File: config.mk
export PLATFORM = sky130hd
export DESIGN_NAME = hid_key_remap_filter_unit_flat
export DESIGN_NICKNAME = d
export VERILOG_FILES = /design/src/hw/rtl/hkrf_pkg.sv /design/src/hw/rtl/hkrf_ifs.sv /design/src/hw/rtl/hkrf_cell.sv /design/src/hw/rtl/hid_key_remap_filter_unit.sv /design/src/flat_wrapper.sv
export SDC_FILE = /design/constraint.sdc
export NUM_CORES = 2
export LEC_CHECK = 0
export BUFFER_PORTS_ARGS = -buffer_cell sky130_fd_sc_hd__buf_2
export CAP_MARGIN = 20
export CORE_MARGIN = 3
export CORE_UTILIZATION = 68
export CTS_CLUSTER_DIAMETER = 120
export DETAILED_ROUTE_END_ITERATION = 10
export GPL_TIMING_DRIVEN = 0
export PLACE_DENSITY_LB_ADDON = 0.08
export SETUP_SLACK_MARGIN = 0.3
export SYNTH_ARGS = -nofsm -noshare
export SYNTH_HDL_FRONTEND = slang
export SYNTH_SLANG_ARGS = --single-unit
File: constraint.sdc
create_clock -name clk -period 91.2 [get_ports clk]
set_input_delay 4.56 -clock clk [delete_from_list [all_inputs] [get_ports clk]]
set_output_delay 4.56 -clock clk [all_outputs]
set_load 0.005 [all_outputs]
File: src/hw/rtl/hkrf_pkg.sv
// hkrf_pkg: shared types and constants of the HID key remap filter.
// Used by the interfaces, the remap cell and the top level. No dependencies.
package hkrf_pkg;

	localparam int unsigned KEY_SLOT_COUNT = 6;
	localparam int unsigned SLOTS_W        = 8 * KEY_SLOT_COUNT;
	localparam int unsigned CFG_IDX_W      = 2;
	localparam int unsigned CFG_DATA_W     = 8;

	localparam logic [7:0] REPORT_ID_KEYS = 8'd1;
	localparam logic [7:0] MIN_REPORT_LEN = 8'd9;
	localparam logic [7:0] NULL_CODE_RST  = 8'd255;

	typedef enum logic {
		OPC_WRITE  = 1'b0,
		OPC_REPORT = 1'b1
	} opcode_t;

	typedef enum logic [CFG_IDX_W-1:0] {
		CFG_MAP_COUNT = 2'd0,
		CFG_NULL_CODE = 2'd1
	} cfg_idx_t;

	// One mapping table entry.
	typedef struct packed {
		logic [7:0] in_mod;
		logic [7:0] in_key;
		logic [7:0] out_mod;
		logic [7:0] out_key;
	} entry_t;

	// Report payload handed from cell to cell.
	typedef struct packed {
		logic               live;
		logic [7:0]         modifier;
		logic [SLOTS_W-1:0] slots;
		logic               remapped;
	} token_t;

endpackage

File: src/hw/rtl/hkrf_ifs.sv
// hkrf_ifs: valid/ready channel interfaces of the HID key remap filter.
// Depends on hkrf_pkg.
interface hkrf_item_if;
	logic                             valid;
	logic                             ready;
	logic                             opcode;
	logic [3:0]                       entry_index;
	logic [7:0]                       entry_in_mod;
	logic [7:0]                       entry_in_key;
	logic [7:0]                       entry_out_mod;
	logic [7:0]                       entry_out_key;
	logic [7:0]                       report_id;
	logic [7:0]                       report_length;
	logic [7:0]                       modifier;
	logic [hkrf_pkg::SLOTS_W-1:0]     key_slots;

	modport source (output valid, opcode, entry_index, entry_in_mod, entry_in_key,
		entry_out_mod, entry_out_key, report_id, report_length, modifier, key_slots,
		input ready);
	modport sink (input valid, opcode, entry_index, entry_in_mod, entry_in_key,
		entry_out_mod, entry_out_key, report_id, report_length, modifier, key_slots,
		output ready);
endinterface

interface hkrf_result_if;
	logic                             valid;
	logic                             ready;
	logic [7:0]                       modifier_out;
	logic [hkrf_pkg::SLOTS_W-1:0]     key_slots_out;
	logic                             remapped;

	modport source (output valid, modifier_out, key_slots_out, remapped, input ready);
	modport sink (input valid, modifier_out, key_slots_out, remapped, output ready);
endinterface

interface hkrf_cfg_if;
	logic                               valid;
	logic                               ready;
	logic [hkrf_pkg::CFG_IDX_W-1:0]     index;
	logic [hkrf_pkg::CFG_DATA_W-1:0]    data;

	modport source (output valid, index, data, input ready);
	modport sink (input valid, index, data, output ready);
endinterface

File: src/hw/rtl/hkrf_cell.sv
// hkrf_cell: one link of the remap chain; holds one table entry and
// tries it on the report passing by. Depends on hkrf_pkg.
module hkrf_cell (
	input  logic                clk,
	input  logic                arst_n,
	input  logic                wr_en,
	input  hkrf_pkg::entry_t    wr_entry,
	input  logic                active,
	input  logic [7:0]          null_code,
	input  logic                adv,
	input  logic                tok_valid,
	input  hkrf_pkg::token_t    tok,
	output logic                tok_valid_q,
	output hkrf_pkg::token_t    tok_q
);

	hkrf_pkg::entry_t entry_q;
	hkrf_pkg::token_t nxt;
	logic             qual;
	logic             hit;
	logic [2:0]       hit_slot;

	// Entry store; contents undefined until written.
	always_ff @(posedge clk) begin
		if (wr_en) begin
			entry_q <= wr_entry;
		end
	end

	assign qual = (entry_q.in_mod == null_code) ||
		((tok.modifier & entry_q.in_mod) == entry_q.in_mod);

	// Lowest matching slot wins.
	always_comb begin
		hit      = 1'b0;
		hit_slot = '0;
		for (int s = hkrf_pkg::KEY_SLOT_COUNT - 1; s >= 0; s--) begin
			if (tok.slots[s*8 +: 8] == entry_q.in_key) begin
				hit      = 1'b1;
				hit_slot = 3'(s);
			end
		end
	end

	always_comb begin
		nxt = tok;
		if (tok.live && !tok.remapped && active && qual && hit) begin
			nxt.slots[hit_slot*8 +: 8] = entry_q.out_key;
			if (entry_q.out_mod != null_code) begin
				nxt.modifier = entry_q.out_mod;
			end
			nxt.remapped = 1'b1;
		end
	end

	always_ff @(posedge clk or negedge arst_n) begin
		if (!arst_n) begin
			tok_valid_q <= 1'b0;
		end else if (adv) begin
			tok_valid_q <= tok_valid;
		end
	end

	always_ff @(posedge clk) begin
		if (adv) begin
			tok_q <= nxt;
		end
	end

endmodule

File: src/hw/rtl/hid_key_remap_filter_unit.sv
// hid_key_remap_filter_unit: top level of the HID key remap filter.
// Depends on hkrf_pkg, hkrf_ifs and hkrf_cell.
//
// Usage:
//   item   - input channel. opcode OPC_WRITE loads table entry entry_index
//            (ignored from MAX_MAPPINGS up) and gives no result. OPC_REPORT
//            sends a boot report through the remap chain.
//   result - one item per report: modifier, six key slots, remapped flag.
//   cfg    - register writes (map_count, null_code), always ready; write
//            only while the block is idle.
// Timing: a report walks a row of MAX_MAPPINGS cells, one cell per cycle
//   while the chain is not frozen, each cell holding one table entry, and
//   then enters the result register. One report is in the chain at a time,
//   so no item is taken until it leaves the last cell; writes at one per
//   cycle whenever no report is in the chain.
// Reset: clears map_count to 0 (pass-through), null_code to 255, empties
//   the chain and the output register. Table entries read as garbage until
//   written.
// Stall: the result register holds while ready is low; a report that
//   reaches the end of the chain then freezes the whole chain.
module hid_key_remap_filter_unit #(
	parameter int unsigned MAX_MAPPINGS = 16
) (
	input  logic            clk,
	input  logic            arst_n,
	hkrf_item_if.sink       item,
	hkrf_result_if.source   result,
	hkrf_cfg_if.sink        cfg
);

	// Configuration registers.
	logic [4:0] map_count_q;
	logic [7:0] null_code_q;

	// Chain control.
	logic busy_q;
	logic adv;
	logic item_acc;
	logic rpt_acc;
	logic wr_acc;

	// Result register.
	logic                         out_valid_q;
	logic [7:0]                   out_mod_q;
	logic [hkrf_pkg::SLOTS_W-1:0] out_slots_q;
	logic                         out_remap_q;

	// Token links: index e feeds cell e, index MAX_MAPPINGS leaves the chain.
	logic             tok_valid [MAX_MAPPINGS+1];
	hkrf_pkg::token_t tok       [MAX_MAPPINGS+1];
	logic [MAX_MAPPINGS-1:0] cell_valid;

	hkrf_pkg::entry_t wr_entry;

	assign cfg.ready = 1'b1;

	always_ff @(posedge clk or negedge arst_n) begin
		if (!arst_n) begin
			map_count_q <= '0;
			null_code_q <= hkrf_pkg::NULL_CODE_RST;
		end else if (cfg.valid) begin
			unique case (cfg.index)
				hkrf_pkg::CFG_MAP_COUNT: map_count_q <= cfg.data[4:0];
				hkrf_pkg::CFG_NULL_CODE: null_code_q <= cfg.data;
				default: ;
			endcase
		end
	end

	// Take items only while no report is in flight.
	assign item.ready = !busy_q;
	assign item_acc   = item.valid && item.ready;
	assign rpt_acc    = item_acc && (item.opcode == hkrf_pkg::OPC_REPORT);
	assign wr_acc     = item_acc && (item.opcode == hkrf_pkg::OPC_WRITE);

	assign wr_entry.in_mod  = item.entry_in_mod;
	assign wr_entry.in_key  = item.entry_in_key;
	assign wr_entry.out_mod = item.entry_out_mod;
	assign wr_entry.out_key = item.entry_out_key;

	// Head of the chain: mark the report live only if it is a keys report
	// long enough and remapping is enabled.
	assign tok_valid[0]    = rpt_acc;
	assign tok[0].live     = (item.report_id == hkrf_pkg::REPORT_ID_KEYS) &&
		(item.report_length >= hkrf_pkg::MIN_REPORT_LEN) && (map_count_q != 5'd0);
	assign tok[0].modifier = item.modifier;
	assign tok[0].slots    = item.key_slots;
	assign tok[0].remapped = 1'b0;

	// Freeze the chain while a finished report waits on a full result register.
	assign adv = !(tok_valid[MAX_MAPPINGS] && out_valid_q && !result.ready);

	for (genvar e = 0; e < MAX_MAPPINGS; e++) begin : g_cell
		logic wr_hit;
		logic active;

		// Cell e is in use when e < map_count; saturation is implied since e < MAX.
		assign active = 32'(map_count_q) > 32'(e);
		assign wr_hit = wr_acc && (32'(item.entry_index) == 32'(e));

		hkrf_cell u_cell (
			.clk         (clk),
			.arst_n      (arst_n),
			.wr_en       (wr_hit),
			.wr_entry    (wr_entry),
			.active      (active),
			.null_code   (null_code_q),
			.adv         (adv),
			.tok_valid   (tok_valid[e]),
			.tok         (tok[e]),
			.tok_valid_q (tok_valid[e+1]),
			.tok_q       (tok[e+1])
		);

		assign cell_valid[e] = tok_valid[e+1];
	end

	// Busy from acceptance until the report leaves the last cell.
	always_ff @(posedge clk or negedge arst_n) begin
		if (!arst_n) begin
			busy_q <= 1'b0;
		end else if (rpt_acc) begin
			busy_q <= 1'b1;
		end else if (tok_valid[MAX_MAPPINGS] && adv) begin
			busy_q <= 1'b0;
		end
	end

	// Result register: load from the chain end, drop when taken.
	always_ff @(posedge clk or negedge arst_n) begin
		if (!arst_n) begin
			out_valid_q <= 1'b0;
		end else if (tok_valid[MAX_MAPPINGS] && adv) begin
			out_valid_q <= 1'b1;
		end else if (result.ready) begin
			out_valid_q <= 1'b0;
		end
	end

	always_ff @(posedge clk) begin
		if (tok_valid[MAX_MAPPINGS] && adv) begin
			out_mod_q   <= tok[MAX_MAPPINGS].modifier;
			out_slots_q <= tok[MAX_MAPPINGS].slots;
			out_remap_q <= tok[MAX_MAPPINGS].remapped;
		end
	end

	assign result.valid         = out_valid_q;
	assign result.modifier_out  = out_mod_q;
	assign result.key_slots_out = out_slots_q;
	assign result.remapped      = out_remap_q;

	// At most one report in the chain.
	a_one_token: assert property (@(posedge clk) disable iff (!arst_n)
		$onehot0(cell_valid))
		else $error("more than one report in the remap chain");

	// Busy tracks chain occupancy.
	a_busy_match: assert property (@(posedge clk) disable iff (!arst_n)
		busy_q == (|cell_valid))
		else $error("busy flag disagrees with chain contents");

	// An accepted report enters the first cell.
	a_report_enters: assert property (@(posedge clk) disable iff (!arst_n)
		rpt_acc |=> tok_valid[1] && busy_q)
		else $error("accepted report did not enter the chain");

	// A new result comes only from the chain end.
	a_result_source: assert property (@(posedge clk) disable iff (!arst_n)
		$rose(out_valid_q) |-> $past(tok_valid[MAX_MAPPINGS]))
		else $error("result appeared without a report leaving the chain");

	// Remapping never happens with the table disabled.
	a_remap_enabled: assert property (@(posedge clk) disable iff (!arst_n)
		out_valid_q && out_remap_q |-> map_count_q != 5'd0)
		else $error("remapped result with map_count zero");

endmodule
File: src/flat_wrapper.sv
// flat-port wrapper written by rule: the top's interface ports become plain ports
module hid_key_remap_filter_unit_flat 
#(
	parameter int unsigned MAX_MAPPINGS = 16
)
  (clk, arst_n, item_valid, item_opcode, item_entry_index, item_entry_in_mod, item_entry_in_key, item_entry_out_mod, item_entry_out_key, item_report_id, item_report_length, item_modifier, item_key_slots, item_ready, result_valid, result_modifier_out, result_key_slots_out, result_remapped, result_ready, cfg_valid, cfg_index, cfg_data, cfg_ready);
  hkrf_item_if item_i ();
  hkrf_result_if result_i ();
  hkrf_cfg_if cfg_i ();
  input  logic clk;
  input  logic arst_n;
  input wire logic [$bits(item_i.valid)-1:0] item_valid;
  input wire logic [$bits(item_i.opcode)-1:0] item_opcode;
  input wire logic [$bits(item_i.entry_index)-1:0] item_entry_index;
  input wire logic [$bits(item_i.entry_in_mod)-1:0] item_entry_in_mod;
  input wire logic [$bits(item_i.entry_in_key)-1:0] item_entry_in_key;
  input wire logic [$bits(item_i.entry_out_mod)-1:0] item_entry_out_mod;
  input wire logic [$bits(item_i.entry_out_key)-1:0] item_entry_out_key;
  input wire logic [$bits(item_i.report_id)-1:0] item_report_id;
  input wire logic [$bits(item_i.report_length)-1:0] item_report_length;
  input wire logic [$bits(item_i.modifier)-1:0] item_modifier;
  input wire logic [$bits(item_i.key_slots)-1:0] item_key_slots;
  output wire logic [$bits(item_i.ready)-1:0] item_ready;
  output wire logic [$bits(result_i.valid)-1:0] result_valid;
  output wire logic [$bits(result_i.modifier_out)-1:0] result_modifier_out;
  output wire logic [$bits(result_i.key_slots_out)-1:0] result_key_slots_out;
  output wire logic [$bits(result_i.remapped)-1:0] result_remapped;
  input wire logic [$bits(result_i.ready)-1:0] result_ready;
  input wire logic [$bits(cfg_i.valid)-1:0] cfg_valid;
  input wire logic [$bits(cfg_i.index)-1:0] cfg_index;
  input wire logic [$bits(cfg_i.data)-1:0] cfg_data;
  output wire logic [$bits(cfg_i.ready)-1:0] cfg_ready;
  assign item_i.valid = item_valid;
  assign item_i.opcode = item_opcode;
  assign item_i.entry_index = item_entry_index;
  assign item_i.entry_in_mod = item_entry_in_mod;
  assign item_i.entry_in_key = item_entry_in_key;
  assign item_i.entry_out_mod = item_entry_out_mod;
  assign item_i.entry_out_key = item_entry_out_key;
  assign item_i.report_id = item_report_id;
  assign item_i.report_length = item_report_length;
  assign item_i.modifier = item_modifier;
  assign item_i.key_slots = item_key_slots;
  assign item_ready = item_i.ready;
  assign result_valid = result_i.valid;
  assign result_modifier_out = result_i.modifier_out;
  assign result_key_slots_out = result_i.key_slots_out;
  assign result_remapped = result_i.remapped;
  assign result_i.ready = result_ready;
  assign cfg_i.valid = cfg_valid;
  assign cfg_i.index = cfg_index;
  assign cfg_i.data = cfg_data;
  assign cfg_ready = cfg_i.ready;
  hid_key_remap_filter_unit #(.MAX_MAPPINGS(MAX_MAPPINGS)) u_core (.clk(clk), .arst_n(arst_n), .item(item_i), .result(result_i), .cfg(cfg_i));
endmodule
==> impl_metrics.py <==
metrics = {
    "run_status": {
        "status": "complete, no violations",
    },
    "critical_path": {
        "worst-setup-path-type": "input port to register",
        "crit_slowest_cell": "nor4_1",
        "path_cells": "buf_2 -> xor2_1 -> nor4_1 -> a211oi_1 -> a311o_1 -> buf_6 -> ha_1 -> ha_1 -> inv_1 -> nand3_1 -> nor3_2 -> mux2_2",
        "cp_top_family": "simple AND/OR/NAND/NOR gates",
        "crit_path_end_kind": "register",
        "cp.arrival_ps": 8150,
        "r2r_cells": 13,
        "reg2reg_to": "u_core.g_cell[10].u_cell.tok_q[23]",
        "start_kind": "input port",
        "path_buf_inv": 3,
        "crit_required_ps": 91710,
        "crit_top_cell": "ha_1",
        "r2r-start": "u_core.g_cell[10].u_cell.entry_q[20]",
        "slowest_delay_ps": 730,
        "cp_max_fo": 8,
        "ff2ff_setup_slack_ps": 86440,
        "setup.worst_path.start": "item_key_slots[12]",
    },
    "timing": {
        "slew_headroom_pct": 22.8,
        "fmax_mhz": 131,
        "worst_slew_pin_slew_ps": 1150,
        "finalCritPeriodShare_pct": 8.38,
        "slew_violations": 0,
        "rsz0062_at_grt": "no",
        "fin_skew_ps": 31.1,
        "tns_ps": 0,
        "fin_crit_ps": 7640,
        "hold_viol_final": 0,
        "layout_setup_ws_ps": 83560,
        "finalSetupViolCount": 0,
        "whs_ps": 416,
    },
    "die": {
        "die_w_um": 338,
        "rows": 120,
        "pin_count": 184,
        "initial_core_util_pct": 69.1,
        "die_area_um2": 114000,
        "fp.dieH_um": 338,
        "core_area_um2": 108000,
    },
    "route": {
        "avgViaCountPerCell": 6.31,
        "wirelength_um": 194000,
        "drc_errors": 0,
        "vias": 44030,
        "drt-initial-drc-count": 5037,
        "wire_per_inst_um": 27.9,
        "postRouteAntennaNets": 0,
        "dr.pass1.iters": 6,
    },
    "clocking": {
        "numCtsBuffers": 153,
        "cts_resized": 0,
        "htreeDepth": 4,
        "cts_hold_buf": 0,
        "cts_tree": "done",
        "clkSlewWorstSetupHoldPaths_ps": 60,
        "cts.sinks": 1527,
        "clkLatencyLatePin_ps": 780,
        "post_cts_buffers": 0,
        "cts_buffer_depth": 3,
        "cts_root_buf": "clkbuf_16",
    },
    "pwr": {
        "p_sw_share_pct": 22.7,
        "max-vdd-ir-drop_uv": 19.7,
        "seq_power_share_pct": 52.6,
        "p_leak_nw": 29.9,
        "powerDensity_nw_per_um2": 18.6,
        "switching_power_mw": 0.352,
        "pwr-share-comb_pct": 6.9,
        "intPower_mw": 1.20,
        "p_clk_share_pct": 40.5,
    },
    "finish": {
        "syn_to_final_growth_pct": 11.5,
        "final_area_um2": 83300,
        "nNetsFinal": 5612,
        "drive_gt1_share_pct": 28.0,
    },
    "synthesis": {
        "synthFlopType": "edfxtp_1",
        "synthesis.area_um2": 74700,
        "syn_nets": 5231,
        "async_reset_ff_share_pct": 2.03,
        "avgSynthCellArea_um2": 14.8,
        "synth_edf_count": 1496,
        "ys_warn_count": 0,
        "synthCells": 5059,
        "ys_seq_area_share_pct": 61.2,
        "synth_top_area_share_pct": 60.1,
        "yosys.area.top_type": "edfxtp_1",
        "ys_ff_latch": 1527,
        "synth_top_cells_by_area": "edfxtp_1 (60%), mux2_2 (12%), xor2_1 (7.0%)",
        "yosys.cell_count.top_type": "edfxtp_1",
        "synth_cell_types": 80,
        "synth_common_cells": "edfxtp_1 (1496), mux2_2 (822), xor2_1 (598)",
    },
    "global_routing": {
        "grt_pass1_vias": 44116,
        "grt_usage_pct": 34.2,
        "grt_pass1_wl_um": 284000,
        "grt_max_degree": 69,
        "grt_antenna_before_repair": 14,
        "grt_overflow": 0,
    },
    "placed_design": {
        "placed_cell_area_um2": 78300,
        "port_buffers": 182,
        "place_ws_ps": 82890,
        "gp_congestion": 0.935,
        "dp_hpwl_um": 140000,
    },
    "min_path": {
        "whs_endpoint": "u_core.result.key_slots_out[36]",
        "min_path_cells": 0,
        "min_from": "u_core.g_cell[15].u_cell.tok_q[37]",
        "hold_path_class": "register to register",
    },
    "job": {
        "maxCapViolations": 0,
    },
}
==> placed cells by master (no fill, tap or decap), types with 10 or more instances in the layout <==
cell,Yosys,routed
buf_6,28,39
edfxtp_1,1496,1496
o211ai_1,16,16
clkbuf_16,0,154
o22ai_1,64,64
clkinv_2,0,33
and3_1,44,44
nor2b_1,20,20
clkbuf_1,64,88
bufinv_16,0,16
mux2_4,22,22
o21ai_0,37,37
nor2_4,0,12
buf_1,10,10
inv_1,224,224
buf_2,105,287
nand2_1,166,166
a21oi_2,12,12
nor2_1,74,62
nor3_2,13,17
or4_1,15,15
a21oi_1,26,26
xnor2_1,426,426
and2_1,91,90
nand4_1,118,118
a311o_1,13,13
nand2b_1,39,39
a211oi_1,17,17
buf_16,0,15
ha_1,48,48
clkinv_1,0,27
xor2_1,598,598
nand3_1,18,18
nor4_4,13,13
mux2_2,822,822
dfrtp_1,23,23
nor4_1,161,161
buf_4,12,18
mux2i_1,64,64
==> sequential cells by signal, summed over array words and instances, names as in the netlist <==
name and flops:
u_core.busy_q 1, u_core.g_cell.u_cell.entry_q 512, u_core.g_cell.u_cell.tok_q 927, u_core.g_cell.u_cell.tok_valid_q 16, u_core.map_count_q 5, u_core.null_code_q 8
u_core.result.key_slots_out 48, u_core.result.modifier_out 8, u_core.result.remapped 1, u_core.result.valid 1
==> final cells by class <==
| type | count | area, um^2 |
|---|---|---|
| diodes | 5 | 12.5 |
| plain buffers | 219 | 1210 |
| clock buffers | 179 | 3950 |
| clock inverters | 102 | 1050 |
| fillers | 6431 | 24800 |
| inverters | 224 | 841 |
| multi-input cells | 3089 | 27100 |
| flip-flops and latches | 1527 | 45700 |
| well taps | 1403 | 1760 |
| repair buffers | 226 | 1700 |
==> metrics by stage <==
stage	util, %	total power [mW]	cells
after floorplan	-	0.883	5059
after global placement	71.6	0.928	6644
after detailed placement	72.4	0.932	6686
after CTS	77.0	1.55	6967
after global routing	77.1	1.59	6971
final	77.1	1.55	6974
==> worst max path at each step <==
stage | end | slack [ps] | cells after the start
floorplan | u_core.g_cell[10].u_cell.tok_valid_q | 57770 | 3
global placement | u_core.g_cell[11].u_cell.tok_valid_q | 48360 | 4
detailed placement | u_core.g_cell[0].u_cell.tok_q[3] | 82890 | 12
CTS | u_core.g_cell[0].u_cell.tok_q[3] | 83710 | 12
global route | u_core.g_cell[5].u_cell.tok_q[19] | 83470 | 9
finish | u_core.g_cell[0].u_cell.tok_q[1] | 83560 | 12
==> metal layers <==
| layer | global-route usage, % | part of all wire (%) | vias to the layer above |
|---|---|---|---|
| li1 | - | - | 19512 |
| met1 | 44.8 | 39 | 22017 |
| met2 | 57.5 | 50 | 2034 |
| met3 | 5.64 | 7.6 | 459 |
| met4 | 14.0 | 4.2 | 8 |
| met5 | 0 | 0.024 | - |
==> worst register-to-register path: cells and delay by family, from the launching register on <==
family | cells | cell delay, ps
compound gates | 3 | 1130
xor+xnor | 1 | 190
fa+ha+maj | 2 | 630
buf+inv | 3 | 790
flops | 1 | 360
mux | 1 | 400
simple gates | 3 | 990
==> cell families after synthesis <==
kind of cell | count (synthesis) | synth area share, %
AO/OA/AOI/OAI | 251 | 2.51
adder cells (fa/ha/maj) | 48 | 0.804
other | 1 | 0.00502
flip-flops | 1527 | 61.2
AND/OR/NAND/NOR | 848 | 6.97
multiplexers | 917 | 13.8
buffers and inverters | 443 | 2.74
XOR/XNOR | 1024 | 12.0
==> power groups by stage <==
stage                     Clock [mW]  Sequential [mW]  Combinational, mW
after floorplan                    0            0.818             0.0658
after global placement             0            0.828             0.0995
after detailed placement           0            0.828              0.103
after CTS                      0.634            0.814              0.105
after global routing           0.662            0.815              0.112
final                          0.628            0.814              0.107
(Power assumes the default switching activity.)
